--- src/hdl/thar_pkg.sv ---
// ----------------------------------------------------------------------------
// Threshold AR residual filter package
// Shared types, register indexes, reset values and numeric limits.
// ----------------------------------------------------------------------------
package thar_pkg;

  typedef enum logic [1:0] {
    REGIME_NONE = 2'd0,
    REGIME_LOW  = 2'd1,
    REGIME_HIGH = 2'd2
  } regime_e;

  localparam int CfgIdxWidth  = 3;
  localparam int CfgDataWidth = 48;
  localparam int CoefWidth    = 16;
  localparam int FracBits     = 12;
  localparam int AccWidth     = 48;
  localparam int CountWidth   = 16;
  localparam int SeenWidth    = 4;

  localparam logic [CfgIdxWidth-1:0] CFG_THRESHOLD   = 3'd0;
  localparam logic [CfgIdxWidth-1:0] CFG_DELAY       = 3'd1;
  localparam logic [CfgIdxWidth-1:0] CFG_ORDER_LOW   = 3'd2;
  localparam logic [CfgIdxWidth-1:0] CFG_ORDER_HIGH  = 3'd3;
  localparam logic [CfgIdxWidth-1:0] CFG_COEFFS_LOW  = 3'd4;
  localparam logic [CfgIdxWidth-1:0] CFG_COEFFS_HIGH = 3'd5;

  localparam logic OP_SAMPLE  = 1'b0;
  localparam logic OP_RESTART = 1'b1;

  localparam logic [AccWidth-1:0]   ACC_MAX   = {AccWidth{1'b1}};
  localparam logic [CountWidth-1:0] COUNT_MAX = {CountWidth{1'b1}};
  localparam logic [SeenWidth-1:0]  SEEN_MAX  = {SeenWidth{1'b1}};

  typedef struct packed {
    logic signed [15:0] threshold;
    logic [2:0]         delay;
    logic [1:0]         order_low;
    logic [1:0]         order_high;
    logic [47:0]        coeffs_low;
    logic [47:0]        coeffs_high;
  } cfg_t;

  localparam cfg_t CFG_RST = '{
    threshold:   16'sd5722,
    delay:       3'd2,
    order_low:   2'd2,
    order_high:  2'd1,
    coeffs_low:  48'd279503655996524,
    coeffs_high: 48'd104407384
  };

  typedef struct packed {
    logic restart;
    logic active;
    logic low;
  } job_ctrl_t;

  typedef struct packed {
    logic signed [CoefWidth-1:0] c2;
    logic signed [CoefWidth-1:0] c1;
    logic signed [CoefWidth-1:0] icpt;
  } coef_t;

endpackage

--- src/hdl/thar_if.sv ---
// ----------------------------------------------------------------------------
// Threshold AR residual filter channels
// Valid/ready channels for the sample words and the result words.
// ----------------------------------------------------------------------------
interface thar_in_if #(
  parameter int SAMPLE_WIDTH = 16
);
  logic                           valid;
  logic                           ready;
  logic                           op;
  logic signed [SAMPLE_WIDTH-1:0] sample;

  modport source (output valid, output op, output sample, input ready);
  modport sink (input valid, input op, input sample, output ready);
endinterface

interface thar_out_if #(
  parameter int SAMPLE_WIDTH = 16
);
  logic                           valid;
  logic                           ready;
  logic [1:0]                     regime;
  logic signed [SAMPLE_WIDTH-1:0] fitted;
  logic signed [SAMPLE_WIDTH-1:0] residual;
  logic [47:0]                    sumsq_low;
  logic [47:0]                    sumsq_high;
  logic [15:0]                    count_low;
  logic [15:0]                    count_high;

  modport source (
    output valid, output regime, output fitted, output residual,
    output sumsq_low, output sumsq_high, output count_low, output count_high,
    input ready
  );
  modport sink (
    input valid, input regime, input fitted, input residual,
    input sumsq_low, input sumsq_high, input count_low, input count_high,
    output ready
  );
endinterface

--- src/hdl/thar_queue.sv ---
// ----------------------------------------------------------------------------
// Threshold AR residual filter job queue
// Small register FIFO that decouples the front end from the back end.
// ----------------------------------------------------------------------------
module thar_queue #(
  parameter int WIDTH = 8,
  parameter int DEPTH = 2,
  localparam int PtrWidth = (DEPTH > 1) ? $clog2(DEPTH) : 1,
  localparam int CntWidth = $clog2(DEPTH + 1)
) (
  input  logic             clk_i,
  input  logic             rst_ni,
  input  logic             push_i,
  input  logic [WIDTH-1:0] data_i,
  output logic             full_o,
  input  logic             pop_i,
  output logic             valid_o,
  output logic [WIDTH-1:0] data_o
);
  logic [WIDTH-1:0]    mem_q [DEPTH];
  logic [PtrWidth-1:0] wr_ptr_q, wr_ptr_d;
  logic [PtrWidth-1:0] rd_ptr_q, rd_ptr_d;
  logic [CntWidth-1:0] count_q, count_d;

  function automatic logic [PtrWidth-1:0] next_ptr(input logic [PtrWidth-1:0] ptr);
    if (ptr == PtrWidth'(DEPTH - 1)) begin
      return '0;
    end
    return ptr + 1'b1;
  endfunction

  assign full_o  = (count_q == CntWidth'(DEPTH));
  assign valid_o = (count_q != '0);
  assign data_o  = mem_q[rd_ptr_q];

  always_comb begin
    wr_ptr_d = push_i ? next_ptr(wr_ptr_q) : wr_ptr_q;
    rd_ptr_d = pop_i ? next_ptr(rd_ptr_q) : rd_ptr_q;
    count_d  = count_q + CntWidth'(push_i) - CntWidth'(pop_i);
  end

  always_ff @(posedge clk_i or negedge rst_ni) begin
    if (!rst_ni) begin
      wr_ptr_q <= '0;
      rd_ptr_q <= '0;
      count_q  <= '0;
    end else begin
      wr_ptr_q <= wr_ptr_d;
      rd_ptr_q <= rd_ptr_d;
      count_q  <= count_d;
    end
  end

  always_ff @(posedge clk_i) begin
    if (push_i) begin
      mem_q[wr_ptr_q] <= data_i;
    end
  end
endmodule

--- src/hdl/thar_front.sv ---
// ----------------------------------------------------------------------------
// Threshold AR residual filter front end
// Accepts sample words, keeps the history and picks the regime and taps.
// ----------------------------------------------------------------------------
module thar_front #(
  parameter int HISTORY_DEPTH = 8,
  parameter int MAX_ORDER     = 2,
  parameter int SAMPLE_WIDTH  = 16,
  localparam int JobWidth = $bits(thar_pkg::job_ctrl_t) + $bits(thar_pkg::coef_t)
                            + 3 * SAMPLE_WIDTH
) (
  input  logic                clk_i,
  input  logic                rst_ni,
  input  thar_pkg::cfg_t      cfg_i,
  thar_in_if.sink             in_i,
  input  logic                q_full_i,
  output logic                push_o,
  output logic [JobWidth-1:0] job_o
);
  import thar_pkg::*;

  localparam int CmpWidth = (SAMPLE_WIDTH > 16) ? SAMPLE_WIDTH : 16;

  logic signed [SAMPLE_WIDTH-1:0] hist_q [HISTORY_DEPTH];
  logic signed [SAMPLE_WIDTH-1:0] hist_d [HISTORY_DEPTH];
  logic [SeenWidth-1:0]           seen_q, seen_d;

  logic signed [SAMPLE_WIDTH-1:0] x;
  logic signed [SAMPLE_WIDTH-1:0] past;
  logic                           low;
  logic                           delay_ok;
  logic [1:0]                     ord;
  logic [47:0]                    cf;
  job_ctrl_t                      ctrl;
  coef_t                          coef;

  assign in_i.ready = !q_full_i;
  assign push_o     = in_i.valid && !q_full_i;
  assign x          = in_i.sample;

  always_comb begin
    past = x;
    for (int i = 0; i < HISTORY_DEPTH; i++) begin
      if (32'(cfg_i.delay) == i + 1) begin
        past = hist_q[i];
      end
    end
    delay_ok = (32'(cfg_i.delay) <= HISTORY_DEPTH);
    low      = $signed(CmpWidth'(past)) <= $signed(CmpWidth'(cfg_i.threshold));
    ord      = low ? cfg_i.order_low : cfg_i.order_high;
    cf       = low ? cfg_i.coeffs_low : cfg_i.coeffs_high;

    ctrl.restart = (in_i.op == OP_RESTART);
    ctrl.active  = delay_ok && (seen_q >= {1'b0, cfg_i.delay})
                   && (seen_q >= {2'b00, ord});
    ctrl.low     = low;

    coef.icpt = cf[15:0];
    coef.c1   = ((ord >= 2'd1) && (MAX_ORDER >= 1)) ? cf[31:16] : '0;
    coef.c2   = ((ord >= 2'd2) && (MAX_ORDER >= 2)) ? cf[47:32] : '0;
  end

  assign job_o = {ctrl, coef, x, hist_q[0], hist_q[1]};

  always_comb begin
    hist_d = hist_q;
    seen_d = seen_q;
    if (push_o) begin
      if (ctrl.restart) begin
        for (int i = 0; i < HISTORY_DEPTH; i++) begin
          hist_d[i] = '0;
        end
        seen_d = '0;
      end else begin
        for (int i = HISTORY_DEPTH - 1; i > 0; i--) begin
          hist_d[i] = hist_q[i-1];
        end
        hist_d[0] = x;
        if (seen_q != SEEN_MAX) begin
          seen_d = seen_q + 1'b1;
        end
      end
    end
  end

  always_ff @(posedge clk_i or negedge rst_ni) begin
    if (!rst_ni) begin
      for (int i = 0; i < HISTORY_DEPTH; i++) begin
        hist_q[i] <= '0;
      end
      seen_q <= '0;
    end else begin
      hist_q <= hist_d;
      seen_q <= seen_d;
    end
  end
endmodule

--- src/hdl/thar_back.sv ---
// ----------------------------------------------------------------------------
// Threshold AR residual filter back end
// Sequencer that forms the fitted value, the residual and the regime totals.
// ----------------------------------------------------------------------------
module thar_back #(
  parameter int SAMPLE_WIDTH = 16,
  localparam int JobWidth = $bits(thar_pkg::job_ctrl_t) + $bits(thar_pkg::coef_t)
                            + 3 * SAMPLE_WIDTH
) (
  input  logic                clk_i,
  input  logic                rst_ni,
  input  logic                q_valid_i,
  input  logic [JobWidth-1:0] job_i,
  output logic                pop_o,
  thar_out_if.source          out_o
);
  import thar_pkg::*;

  localparam int SW       = SAMPLE_WIDTH;
  localparam int ProdWidth = CoefWidth + SW;
  localparam int SumWidth = ((ProdWidth > CoefWidth + FracBits) ? ProdWidth
                             : CoefWidth + FracBits) + 2;
  localparam int RndWidth = SumWidth - FracBits;
  localparam int SqWidth  = 2 * SW;
  localparam int AddWidth = ((SqWidth > AccWidth) ? SqWidth : AccWidth) + 1;
  localparam logic signed [RndWidth-1:0] SatHi = {{(RndWidth-SW+1){1'b0}}, {(SW-1){1'b1}}};
  localparam logic signed [RndWidth-1:0] SatLo = ~SatHi;
  localparam logic signed [SumWidth-1:0] RoundBias = SumWidth'(1) <<< (FracBits - 1);

  typedef enum logic [5:0] {
    ST_IDLE = 6'b000001,
    ST_MUL  = 6'b000010,
    ST_FIT  = 6'b000100,
    ST_RES  = 6'b001000,
    ST_SQ   = 6'b010000,
    ST_ACC  = 6'b100000
  } state_e;

  state_e                      state_q, state_d;
  job_ctrl_t                   ctrl_q, job_ctrl;
  coef_t                       coef_q, job_coef;
  logic signed [SW-1:0]        x_q, lag1_q, lag2_q;
  logic signed [SW-1:0]        job_x, job_lag1, job_lag2;
  logic signed [ProdWidth-1:0] p1_q, p2_q;
  logic signed [SW-1:0]        fit_q, res_q;
  logic [SqWidth-1:0]          sq_q;
  logic [AccWidth-1:0]         acc_low_q, acc_low_d, acc_high_q, acc_high_d;
  logic [CountWidth-1:0]       num_low_q, num_low_d, num_high_q, num_high_d;

  logic signed [SumWidth-1:0]  sum;
  logic signed [RndWidth-1:0]  rnd;
  logic signed [SW-1:0]        fit_d;
  logic signed [SW:0]          diff;
  logic signed [SW-1:0]        res_d;
  logic signed [SqWidth-1:0]   sq_s;
  logic [AddWidth-1:0]         add_low, add_high;
  logic [AccWidth-1:0]         sat_low, sat_high;
  logic                        load;

  logic                        out_valid_q;
  regime_e                     regime_q, regime_d;
  logic signed [SW-1:0]        out_fit_q, out_fit_d, out_res_q, out_res_d;
  logic [AccWidth-1:0]         out_sl_q, out_sh_q;
  logic [CountWidth-1:0]       out_cl_q, out_ch_q;

  assign {job_ctrl, job_coef, job_x, job_lag1, job_lag2} = job_i;

  assign pop_o = (state_q == ST_IDLE) && q_valid_i;
  assign load  = (state_q == ST_ACC) && (!out_valid_q || out_o.ready);

  always_comb begin
    sum = ($signed(SumWidth'(coef_q.icpt)) <<< FracBits) + SumWidth'(p1_q)
          + SumWidth'(p2_q) + RoundBias;
    rnd = sum[SumWidth-1:FracBits];
    if (rnd > SatHi) begin
      fit_d = SatHi[SW-1:0];
    end else if (rnd < SatLo) begin
      fit_d = SatLo[SW-1:0];
    end else begin
      fit_d = rnd[SW-1:0];
    end

    diff = (SW+1)'(x_q) - (SW+1)'(fit_q);
    if (diff[SW] != diff[SW-1]) begin
      res_d = diff[SW] ? SatLo[SW-1:0] : SatHi[SW-1:0];
    end else begin
      res_d = diff[SW-1:0];
    end

    sq_s = res_q * res_q;

    add_low  = AddWidth'(acc_low_q) + AddWidth'(sq_q);
    add_high = AddWidth'(acc_high_q) + AddWidth'(sq_q);
    sat_low  = (add_low[AddWidth-1:AccWidth] != '0) ? ACC_MAX : add_low[AccWidth-1:0];
    sat_high = (add_high[AddWidth-1:AccWidth] != '0) ? ACC_MAX : add_high[AccWidth-1:0];
  end

  always_comb begin
    acc_low_d  = acc_low_q;
    acc_high_d = acc_high_q;
    num_low_d  = num_low_q;
    num_high_d = num_high_q;
    regime_d   = REGIME_NONE;
    out_fit_d  = '0;
    out_res_d  = '0;
    if (ctrl_q.restart) begin
      acc_low_d  = '0;
      acc_high_d = '0;
      num_low_d  = '0;
      num_high_d = '0;
    end else if (ctrl_q.active) begin
      out_fit_d = fit_q;
      out_res_d = res_q;
      if (ctrl_q.low) begin
        regime_d  = REGIME_LOW;
        acc_low_d = sat_low;
        if (num_low_q != COUNT_MAX) begin
          num_low_d = num_low_q + 1'b1;
        end
      end else begin
        regime_d   = REGIME_HIGH;
        acc_high_d = sat_high;
        if (num_high_q != COUNT_MAX) begin
          num_high_d = num_high_q + 1'b1;
        end
      end
    end
  end

  always_comb begin
    case (state_q)
      ST_IDLE: state_d = q_valid_i ? ST_MUL : ST_IDLE;
      ST_MUL:  state_d = ST_FIT;
      ST_FIT:  state_d = ST_RES;
      ST_RES:  state_d = ST_SQ;
      ST_SQ:   state_d = ST_ACC;
      ST_ACC:  state_d = load ? ST_IDLE : ST_ACC;
      default: state_d = ST_IDLE;
    endcase
  end

  always_ff @(posedge clk_i or negedge rst_ni) begin
    if (!rst_ni) begin
      state_q     <= ST_IDLE;
      out_valid_q <= 1'b0;
      acc_low_q   <= '0;
      acc_high_q  <= '0;
      num_low_q   <= '0;
      num_high_q  <= '0;
    end else begin
      state_q <= state_d;
      if (load) begin
        out_valid_q <= 1'b1;
        acc_low_q   <= acc_low_d;
        acc_high_q  <= acc_high_d;
        num_low_q   <= num_low_d;
        num_high_q  <= num_high_d;
      end else if (out_o.ready) begin
        out_valid_q <= 1'b0;
      end
    end
  end

  always_ff @(posedge clk_i) begin
    if (pop_o) begin
      ctrl_q <= job_ctrl;
      coef_q <= job_coef;
      x_q    <= job_x;
      lag1_q <= job_lag1;
      lag2_q <= job_lag2;
    end
    if (state_q == ST_MUL) begin
      p1_q <= $signed(coef_q.c1) * lag1_q;
      p2_q <= $signed(coef_q.c2) * lag2_q;
    end
    if (state_q == ST_FIT) begin
      fit_q <= fit_d;
    end
    if (state_q == ST_RES) begin
      res_q <= res_d;
    end
    if (state_q == ST_SQ) begin
      sq_q <= sq_s;
    end
    if (load) begin
      regime_q  <= regime_d;
      out_fit_q <= out_fit_d;
      out_res_q <= out_res_d;
      out_sl_q  <= acc_low_d;
      out_sh_q  <= acc_high_d;
      out_cl_q  <= num_low_d;
      out_ch_q  <= num_high_d;
    end
  end

  assign out_o.valid      = out_valid_q;
  assign out_o.regime     = regime_q;
  assign out_o.fitted     = out_fit_q;
  assign out_o.residual   = out_res_q;
  assign out_o.sumsq_low  = out_sl_q;
  assign out_o.sumsq_high = out_sh_q;
  assign out_o.count_low  = out_cl_q;
  assign out_o.count_high = out_ch_q;
endmodule

--- src/hdl/threshold_ar_residual_filter_top.sv ---
// ----------------------------------------------------------------------------
// Threshold AR residual filter top level
// Two-regime threshold AR filter giving fitted values, residuals and totals.
// ----------------------------------------------------------------------------
//   Port      Dir  Words
//   in_i      in   op, sample
//   out_o     out  regime, fitted, residual, sumsq_low/high, count_low/high
//   cfg_*     in   register writes, index and 48-bit data
//
// The back end works on one word at a time through its multiply, fit, residual,
// square and accumulate states, and it pops the next word only from idle.
// A result is registered when the accumulate state finds the output register free.
// The front end keeps taking words into a two-entry queue, until it is full, while
// the back end works or waits for the output register to be taken.
// Reset loads the register defaults and clears the history and the totals.
// ----------------------------------------------------------------------------
module threshold_ar_residual_filter_top #(
  parameter int HISTORY_DEPTH = 8,
  parameter int MAX_ORDER     = 2,
  parameter int SAMPLE_WIDTH  = 16
) (
  input  logic                                 clk_i,
  input  logic                                 rst_ni,
  thar_in_if.sink                              in_i,
  thar_out_if.source                           out_o,
  input  logic                                 cfg_we_i,
  input  logic [thar_pkg::CfgIdxWidth-1:0]     cfg_idx_i,
  input  logic [thar_pkg::CfgDataWidth-1:0]    cfg_data_i
);
  import thar_pkg::*;

  localparam int JobWidth = $bits(job_ctrl_t) + $bits(coef_t) + 3 * SAMPLE_WIDTH;
  localparam int QueueDepth = 2;

  cfg_t                cfg_q;
  logic                q_full;
  logic                q_valid;
  logic                push;
  logic                pop;
  logic [JobWidth-1:0] job_in;
  logic [JobWidth-1:0] job_out;

  always_ff @(posedge clk_i or negedge rst_ni) begin
    if (!rst_ni) begin
      cfg_q <= CFG_RST;
    end else if (cfg_we_i) begin
      case (cfg_idx_i)
        CFG_THRESHOLD:   cfg_q.threshold   <= cfg_data_i[15:0];
        CFG_DELAY:       cfg_q.delay       <= cfg_data_i[2:0];
        CFG_ORDER_LOW:   cfg_q.order_low   <= cfg_data_i[1:0];
        CFG_ORDER_HIGH:  cfg_q.order_high  <= cfg_data_i[1:0];
        CFG_COEFFS_LOW:  cfg_q.coeffs_low  <= cfg_data_i[47:0];
        CFG_COEFFS_HIGH: cfg_q.coeffs_high <= cfg_data_i[47:0];
        default: begin
        end
      endcase
    end
  end

  thar_front #(
    .HISTORY_DEPTH(HISTORY_DEPTH),
    .MAX_ORDER    (MAX_ORDER),
    .SAMPLE_WIDTH (SAMPLE_WIDTH)
  ) u_front (
    .clk_i   (clk_i),
    .rst_ni  (rst_ni),
    .cfg_i   (cfg_q),
    .in_i    (in_i),
    .q_full_i(q_full),
    .push_o  (push),
    .job_o   (job_in)
  );

  thar_queue #(
    .WIDTH(JobWidth),
    .DEPTH(QueueDepth)
  ) u_queue (
    .clk_i  (clk_i),
    .rst_ni (rst_ni),
    .push_i (push),
    .data_i (job_in),
    .full_o (q_full),
    .pop_i  (pop),
    .valid_o(q_valid),
    .data_o (job_out)
  );

  thar_back #(
    .SAMPLE_WIDTH(SAMPLE_WIDTH)
  ) u_back (
    .clk_i    (clk_i),
    .rst_ni   (rst_ni),
    .q_valid_i(q_valid),
    .job_i    (job_out),
    .pop_o    (pop),
    .out_o    (out_o)
  );
endmodule

--- src/flat_wrapper.sv ---
// flat-port wrapper written by rule: the top's interface ports become plain ports
module threshold_ar_residual_filter_top_flat import thar_pkg::*;
#(
  parameter int HISTORY_DEPTH = 8,
  parameter int MAX_ORDER     = 2,
  parameter int SAMPLE_WIDTH  = 16
)
  (clk_i, rst_ni, cfg_we_i, cfg_idx_i, cfg_data_i, in_i_valid, in_i_op, in_i_sample, in_i_ready, out_o_valid, out_o_regime, out_o_fitted, out_o_residual, out_o_sumsq_low, out_o_sumsq_high, out_o_count_low, out_o_count_high, out_o_ready);
  thar_in_if #(.SAMPLE_WIDTH(SAMPLE_WIDTH)) in_i_i ();
  thar_out_if #(.SAMPLE_WIDTH(SAMPLE_WIDTH)) out_o_i ();
  input  logic clk_i;
  input  logic rst_ni;
  input  logic cfg_we_i;
  input  logic [thar_pkg::CfgIdxWidth-1:0] cfg_idx_i;
  input  logic [thar_pkg::CfgDataWidth-1:0] cfg_data_i;
  input wire logic [$bits(in_i_i.valid)-1:0] in_i_valid;
  input wire logic [$bits(in_i_i.op)-1:0] in_i_op;
  input wire logic [$bits(in_i_i.sample)-1:0] in_i_sample;
  output wire logic [$bits(in_i_i.ready)-1:0] in_i_ready;
  output wire logic [$bits(out_o_i.valid)-1:0] out_o_valid;
  output wire logic [$bits(out_o_i.regime)-1:0] out_o_regime;
  output wire logic [$bits(out_o_i.fitted)-1:0] out_o_fitted;
  output wire logic [$bits(out_o_i.residual)-1:0] out_o_residual;
  output wire logic [$bits(out_o_i.sumsq_low)-1:0] out_o_sumsq_low;
  output wire logic [$bits(out_o_i.sumsq_high)-1:0] out_o_sumsq_high;
  output wire logic [$bits(out_o_i.count_low)-1:0] out_o_count_low;
  output wire logic [$bits(out_o_i.count_high)-1:0] out_o_count_high;
  input wire logic [$bits(out_o_i.ready)-1:0] out_o_ready;
  assign in_i_i.valid = in_i_valid;
  assign in_i_i.op = in_i_op;
  assign in_i_i.sample = in_i_sample;
  assign in_i_ready = in_i_i.ready;
  assign out_o_valid = out_o_i.valid;
  assign out_o_regime = out_o_i.regime;
  assign out_o_fitted = out_o_i.fitted;
  assign out_o_residual = out_o_i.residual;
  assign out_o_sumsq_low = out_o_i.sumsq_low;
  assign out_o_sumsq_high = out_o_i.sumsq_high;
  assign out_o_count_low = out_o_i.count_low;
  assign out_o_count_high = out_o_i.count_high;
  assign out_o_i.ready = out_o_ready;
  threshold_ar_residual_filter_top #(.HISTORY_DEPTH(HISTORY_DEPTH), .MAX_ORDER(MAX_ORDER), .SAMPLE_WIDTH(SAMPLE_WIDTH)) u_core (.clk_i(clk_i), .rst_ni(rst_ni), .in_i(in_i_i), .out_o(out_o_i), .cfg_we_i(cfg_we_i), .cfg_idx_i(cfg_idx_i), .cfg_data_i(cfg_data_i));
endmodule
--- config.mk ---
export PLATFORM = sky130hd
export DESIGN_NAME = threshold_ar_residual_filter_top_flat
export DESIGN_NICKNAME = d
export VERILOG_FILES = /design/src/hdl/thar_pkg.sv /design/src/hdl/thar_if.sv /design/src/hdl/thar_queue.sv /design/src/hdl/thar_front.sv /design/src/hdl/thar_back.sv /design/src/hdl/threshold_ar_residual_filter_top.sv /design/src/flat_wrapper.sv
export SDC_FILE = /design/constraint.sdc
export NUM_CORES = 2
export LEC_CHECK = 0
export BUFFER_PORTS_ARGS = -buffer_cell sky130_fd_sc_hd__buf_2
export CORE_ASPECT_RATIO = 0.5
export CORE_MARGIN = 2
export CORE_UTILIZATION = 55
export CTS_CLUSTER_DIAMETER = 40
export DETAILED_ROUTE_END_ITERATION = 12
export HOLD_SLACK_MARGIN = 0.1
export PLACE_DENSITY_LB_ADDON = 0.2
export SYNTH_ARGS = -nofsm -noshare
export SYNTH_HDL_FRONTEND = slang
export SYNTH_SLANG_ARGS = --single-unit
--- constraint.sdc ---
create_clock -name clk_i -period 12.75 [get_ports clk_i]
set_clock_uncertainty 0.2 [all_clocks]
set_input_delay 0 -clock clk_i [delete_from_list [all_inputs] [get_ports clk_i]]
set_output_delay 0 -clock clk_i [all_outputs]
set_load 0.01 [all_outputs]
# ---- Word level (Yosys, flattened, before mapping)
# Memories as Yosys holds them, arrays and structs flattened. A register that Yosys moved wholly into a read port is not among the register bits.
# Index checks and enable logic that the tools add are counted.
dict set report word_totals {
  memories 1
  reg_bits 664
  elab_cells 149
  ram_bits 198
  in_bits 73
}
dict set report op_classes {
  multipliers 3
  add_sub_neg 13
  n_reduce_logical 19
  n_lt_le_gt_ge 7
  n_bitwise 1
  mux 47
  n_eq_ne 23
}
# memory words word_bits read_ports rd_ports_with_merged_regs wr line_no
set mem_list {}
lappend mem_list {u_core.u_queue.mem_q 2 99 1 1 1 thar_queue.sv:20} ;# logic [WIDTH-1:0] mem_q [DEPTH];
# cell n
set ops {}
lappend ops {{two-way mux 48 bit} 9}
lappend ops {{two-way mux 16 bit} 20}
lappend ops {{two-way mux 128 bit} 1}
lappend ops {{adder 48 x 32 -> 49 bit} 2}
lappend ops {{multiplier 16 x 16 -> 32 bit} 3}
lappend ops {{one-hot mux 6 bit (6 select lines)} 1}
lappend ops {{adder 33 x 32 -> 34 bit} 1}
lappend ops {{adder 34 x 13 -> 34 bit, second input constant} 1}
lappend ops {{adder 28 x 32 -> 33 bit} 1}
lappend ops {{adder 16 x 1 -> 16 bit, second input constant} 2}
lappend ops {{inequality test 16 bit, second input constant} 2}
lappend ops {{> comparator 22 x 16 -> 1 bit, second input constant} 1}
lappend ops {{less-than comparator 22 x 16 -> 1 bit, second input constant} 1}
lappend ops {{equality test 3 bit, second input constant} 6}
lappend ops {{subtractor 16 x 16 -> 17 bit} 1}
lappend ops {{<= comparator 16 bit} 1}
lappend ops {{AND reduction 2 bit} 7}
lappend ops {{equality test 3 x 2 -> 1 bit, second input constant} 4}
lappend ops {{two-way mux 1 bit} 10}
lappend ops {{two-way mux 4 bit} 2}
lappend ops {{equality test 3 x 1 -> 1 bit, second input constant} 2}
lappend ops {{equality test 6 x 1 -> 1 bit, second input constant} 1}
lappend ops {{equality test 6 x 2 -> 1 bit, second input constant} 1}
lappend ops {{equality test 6 x 3 -> 1 bit, second input constant} 1}
lappend ops {{23 further kinds} 32}

# ---- Logic depth before layout (Yosys ltp)
dict set report depth {
  depth_word 12
  mapped_depth 25
}

# ---- Hierarchy
# A second synthesis with hierarchy kept.
dict set report unflattened {
  hier_cells 6988
  hier_area_um2 74923.1
}
# mod seq_area_each_um2 cells_per_inst n_inst area_each_um2
set modules_own_cells {}
lappend modules_own_cells {thar_back 15030.7 5454 1 54681.2}
lappend modules_own_cells {thar_queue 6045.8 323 1 7842.5}
lappend modules_own_cells {thar_front 2902.8 956 1 7702.4}
lappend modules_own_cells {threshold_ar_residual_filter_top 3029.2 255 1 4697.0}

# ---- Least setup slack after synthesis
# No wires, ideal clock.
dict set report synth_timing {
  path_kind {reg-to-reg}
  from {reg u_core.u_back.state_q[4]}
  to {reg u_core.u_queue.count_q[0]}
  slack_ps -351
  period_less_slack_ps 13101
  path_stages_with_launch 7
  arrival_ps 12775
  n_path_buf 0
  path_cell_list {dfrtp_1 nor2_1 nand2_1 nor4b_1 ha_1 inv_1 ha_1}
}
dict set report synth_between {
  elab_chain_len 3
}
# item line_no
set synth_rtl {}
lappend synth_rtl {{start: declaration} thar_back.sv:39} ;# state_e state_q, state_d;
lappend synth_rtl {{start signal: assignment} thar_back.sv:151} ;# state_q <= state_d;
lappend synth_rtl {{equality test 6 x 1 -> 1 bit} thar_back.sv:68} ;# assign pop_o = (state_q == ST_IDLE) && q_valid_i;
lappend synth_rtl {{logical AND 1 bit} thar_back.sv:68}
lappend synth_rtl {{net u_core.pop} threshold_ar_residual_filter_top.sv:39} ;# logic pop;
lappend synth_rtl {{subtractor 2 x 1 -> 2 bit} thar_queue.sv:39} ;# count_d = count_q + CntWidth'(push_i) - CntWidth'(pop_i);
lappend synth_rtl {{net u_core.u_queue.count_d[0]} thar_queue.sv:23} ;# logic [CntWidth-1:0] count_q, count_d;
lappend synth_rtl {{end signal: assignment} thar_queue.sv:50} ;# count_q <= count_d;
lappend synth_rtl {{end: declaration} thar_queue.sv:23}
# The timed path passes the listed nets, and every way through them passes these cells.
# A chain may end at the register's enable or synchronous reset.

# ---- Final worst setup path
dict set report layout_timing {
  from {reg u_core.u_back.res_q[12]}
  to {reg u_core.u_back.sq_q[31], data pin}
}
dict set report layout_between {
  elab_chain_len 1
}
# item line_no
set layout_rtl {}
lappend layout_rtl {{start: declaration} thar_back.sv:45} ;# logic signed [SW-1:0] fit_q, res_q;
lappend layout_rtl {{start signal: assignment} thar_back.sv:180} ;# res_q <= res_d;
lappend layout_rtl {{multiplier 16 x 16 -> 32 bit} thar_back.sv:90} ;# sq_s = res_q * res_q;
lappend layout_rtl {{net u_core.u_back.sq_s[31]} thar_back.sv:55} ;# logic signed [SqWidth-1:0] sq_s;
lappend layout_rtl {{end signal: assignment} thar_back.sv:183} ;# sq_q <= sq_s;
lappend layout_rtl {{end: declaration} thar_back.sv:46} ;# logic [SqWidth-1:0] sq_q;
# The timed path passes the listed nets, and every way through them passes these cells.

==> run_results.csv <==
group,metric,value,unit
die,io_pins,237,
die,start_util,55.6,%
synth,yosysWarningCount,0,
clock_tree,post_cts_buffers,0,
finish,areaGrowthSynthToFinish,11.0,%
grt,grt_pass1_vias,52718,
sta,rsz0062_at_grt,"no",
finish,antennaDiodeCount,0,
clock_tree,cts_resized,0,
grt,busiest_layer,"met2",
clock_tree,clock-root-buffer,"clkbuf_16",
clock_tree,path_clk_slew,0.06,ns
clock_tree,numClockSinks,960,
hold_path,hold_path_class,"input port to register",
grt,grt_pass1_wl,298000,um
sta,maxSlewHeadroom,18.1,%
synth,synthDistinctLibCells,94,
sta,fin_crit,7.65,ns
placed_design,portBuffers,236,
route,route.detailed.drc,0,
grt,use_met3,4.22,%
clock_tree,cts_hold_buf,175,
outcome,status,"finished clean",
grt,grt_max_degree,151,
route,dr.pass1.iters,6,
grt,met2_usage,47.1,%
finish,final_nets,8249,
synth,ys.flop_type,"edfxtp_1",
die,die_area,0.136,mm2
clock_tree,cts.htree.levels,3,
route,drtIter0Drc,4027,
route,routed_wl,188000,um
route,vias,50334,
worst_setup_path,rrSetupSlack,5.10,ns
die,fp.dieH,262,um
job,max-cap-violations,0,
die,design.core.area,0.132,mm2
clock_tree,cts_buffer_depth,3,
synth,syn_area_per_cell,10.9,um2
synth,syn_inst,6711,
placed_design,dpl_cell_area,0.0760,mm2
route,antenna_left,0,
worst_setup_path,cp.arrival,7.88,ns
sta,final-setup-viol-count,0,
sta,tightest_slew,1.23,ns
finish,stdcell_count,8858,
route,wl_per_cell,21.2,um
finish,fill_cells,10583,
placed_design,hpwl,138000,um
synth,async_reset_ff_share,39.0,%
sta,setup-tns-final,0,ns
clock_tree,cts_made_buffers,101,
worst_setup_path,crit_slowest_cell,"edfxtp_1",
clock_tree,cts_tree,"done",
finish,final_area,0.0812,mm2
worst_setup_path,crit_top_cell,"fa_1",
synth,netlist_area,0.0732,mm2
sta,slew_violations,0,
grt,use_met1,38.3,%
grt,grt_util_all_layers,28.2,%
worst_setup_path,cp_top_family,"adder cells",
placed_design,place.gp.congestion,0.945,
worst_setup_path,critical_path_required,12.98,ns
grt,antenna_found_initial,10,
worst_setup_path,startpoint_type,"register",
synth,synth_edf_count,586,
worst_setup_path,cp_slowest_stage_delay,0.63,ns
finish,drive_gt1_share,11.7,%
worst_setup_path,end_kind,"register",
synth,synth.ff_latch_count,960,
die,rows,94,
route,avgViaCountPerCell,5.68,
clock_tree,clk_latency,0.75,ns
worst_setup_path,path_cells,"clkinv_1, nor2_1, ha_1, xor2_1, fa_1, fa_1, inv_1, fa_1, fa_1, inv_1, fa_1, inv_1, ha_1, a21oi_1, o21ai_0, a221oi_1, o21bai_1, a21oi_1, o21ai_0, a211o_1, o31ai_1, xnor2_1",
synth,syn-num-nets,7967,
sta,holdWs,0.206,ns
placed_design,place_inst,8491,
worst_setup_path,crit_buf_inv,4,
sta,max_freq,131,MHz
die,die_x,520,um
worst_setup_path,worst-path-max-fanout,11,
synth,yosysSeqAreaShare,36.9,%
grt,overflow,0,
sta,finalHoldViolCount,0,
worst_setup_path,critPathKind,"register to register",
sta,period_share,60.0,%
synth_stat cells (all sizes together), types with 113 or more instances:
library cell,instances,area share (%)
a21oi,257,1.8
and2,304,2.6
clkbuf,249,1.3
dfrtp,332,11
edfxtp,586,24
fa,778,21
ha,405,6.9
inv,969,5.0
mux2,253,3.9
nand2,625,3.2
nand2b,150,1.3
nor2,323,1.7
nor3,113,0.78
o21ai,332,2.3
xnor2,153,1.8
through the flow:
stage / util [%] / setup WS, ns
2_1_floorplan: - / 5.07
3_3_place_gp: 57.7 / 5.25
3_5_place_dp: 57.7 / 5.12
4_1_cts: 61.7 / 5.10
5_1_grt: 61.7 / 4.65
6_report: 61.7 / 5.10
worst paths after layout:
path                                            from  depth (start not counted)                            to
setup reg to reg             u_core.u_back.res_q[12]                         22        u_core.u_back.sq_q[31]
setup / recovery             u_core.u_back.res_q[12]                         22        u_core.u_back.sq_q[31]
hold / removal                          cfg_idx_i[1]                          4              u_core.cfg_q[98]
max in group asynchronous                     rst_ni                          5  u_core.u_back.acc_high_q[38]
hold reg to reg            u_core.u_front.hist_q[24]                          2     u_core.u_front.hist_q[24]
min in group asynchronous                     rst_ni                          3              u_core.cfg_q[90]
layer usage:
layer  up-vias  share of wire [%]
met5         -              0.021
met4         6                3.2
met3       322                6.0
met2      1567                 48
met1     25572                 43
li1      22867                  -
kinds of logic after synthesis:
kind of cell,share of synthesized area (%)
AOI/OAI and AO/OA,8.78
xor gates and xnor gates,2.66
adders and majority gates,28.2
buffers and inverters,6.41
DFF,36.9
muxes,5.43
and+or+nand+nor,11.6
state kept, by name, summed over array words and instances, names as in the netlist, 31 cells and up:
| signal | flops |
|---|---|
| u_core.cfg_q | 119 |
| u_core.u_back.acc_high_q | 48 |
| u_core.u_back.acc_low_q | 48 |
| u_core.u_back.coef_q | 48 |
| u_core.u_back.out_o.sumsq_high | 48 |
| u_core.u_back.out_o.sumsq_low | 48 |
| u_core.u_back.p1_q | 32 |
| u_core.u_back.p2_q | 32 |
| u_core.u_back.sq_q | 31 |
| u_core.u_front.hist_q | 80 |
| u_core.u_front.job_o | 32 |
| u_core.u_queue.mem_q | 198 |
cell type report:
class	instances	area, um2	share of cell area (%)
Clock buffer	120	2640	3.25
Clock inverter	72	825	1.02
Inverter	971	3660	4.50
Multi-Input combinational cell	4506	41600	51.2
Sequential cell	960	27000	33.3
Tap cell	1776	2220	2.74
Timing Repair Buffer	453	3290	4.05
tightest hold or removal path, stage by stage:
cell,delay [ns]
dlygate4sd3_1,0.55
buf_2,0.16
nor3b_1,0.18
mux2_2,0.22
placed cells by master, fill, tap and decap left out, types with 53 or more instances in the layout:
| cell type | n |
|---|---|
| buf_2 | 235 |
| mux2i_1 | 53 |
| xnor2_1 | 153 |
| nand3_1 | 59 |
| edfxtp_1 | 586 |
| o21ai_0 | 328 |
| a21o_1 | 83 |
| xor2_1 | 69 |
| nor3_1 | 108 |
| fa_1 | 778 |
| nand2_1 | 625 |
| inv_1 | 966 |
| nor2_1 | 320 |
| mux2_2 | 253 |
| a21oi_1 | 255 |
| and2_1 | 304 |
| ha_1 | 405 |
| nand2b_1 | 149 |
| clkbuf_16 | 102 |
| dfrtp_1 | 331 |
| dlygate4sd3_1 | 174 |
Power is not shown: default switching activity piles up to over one toggle a cycle in this logic, so the estimate is an artifact.
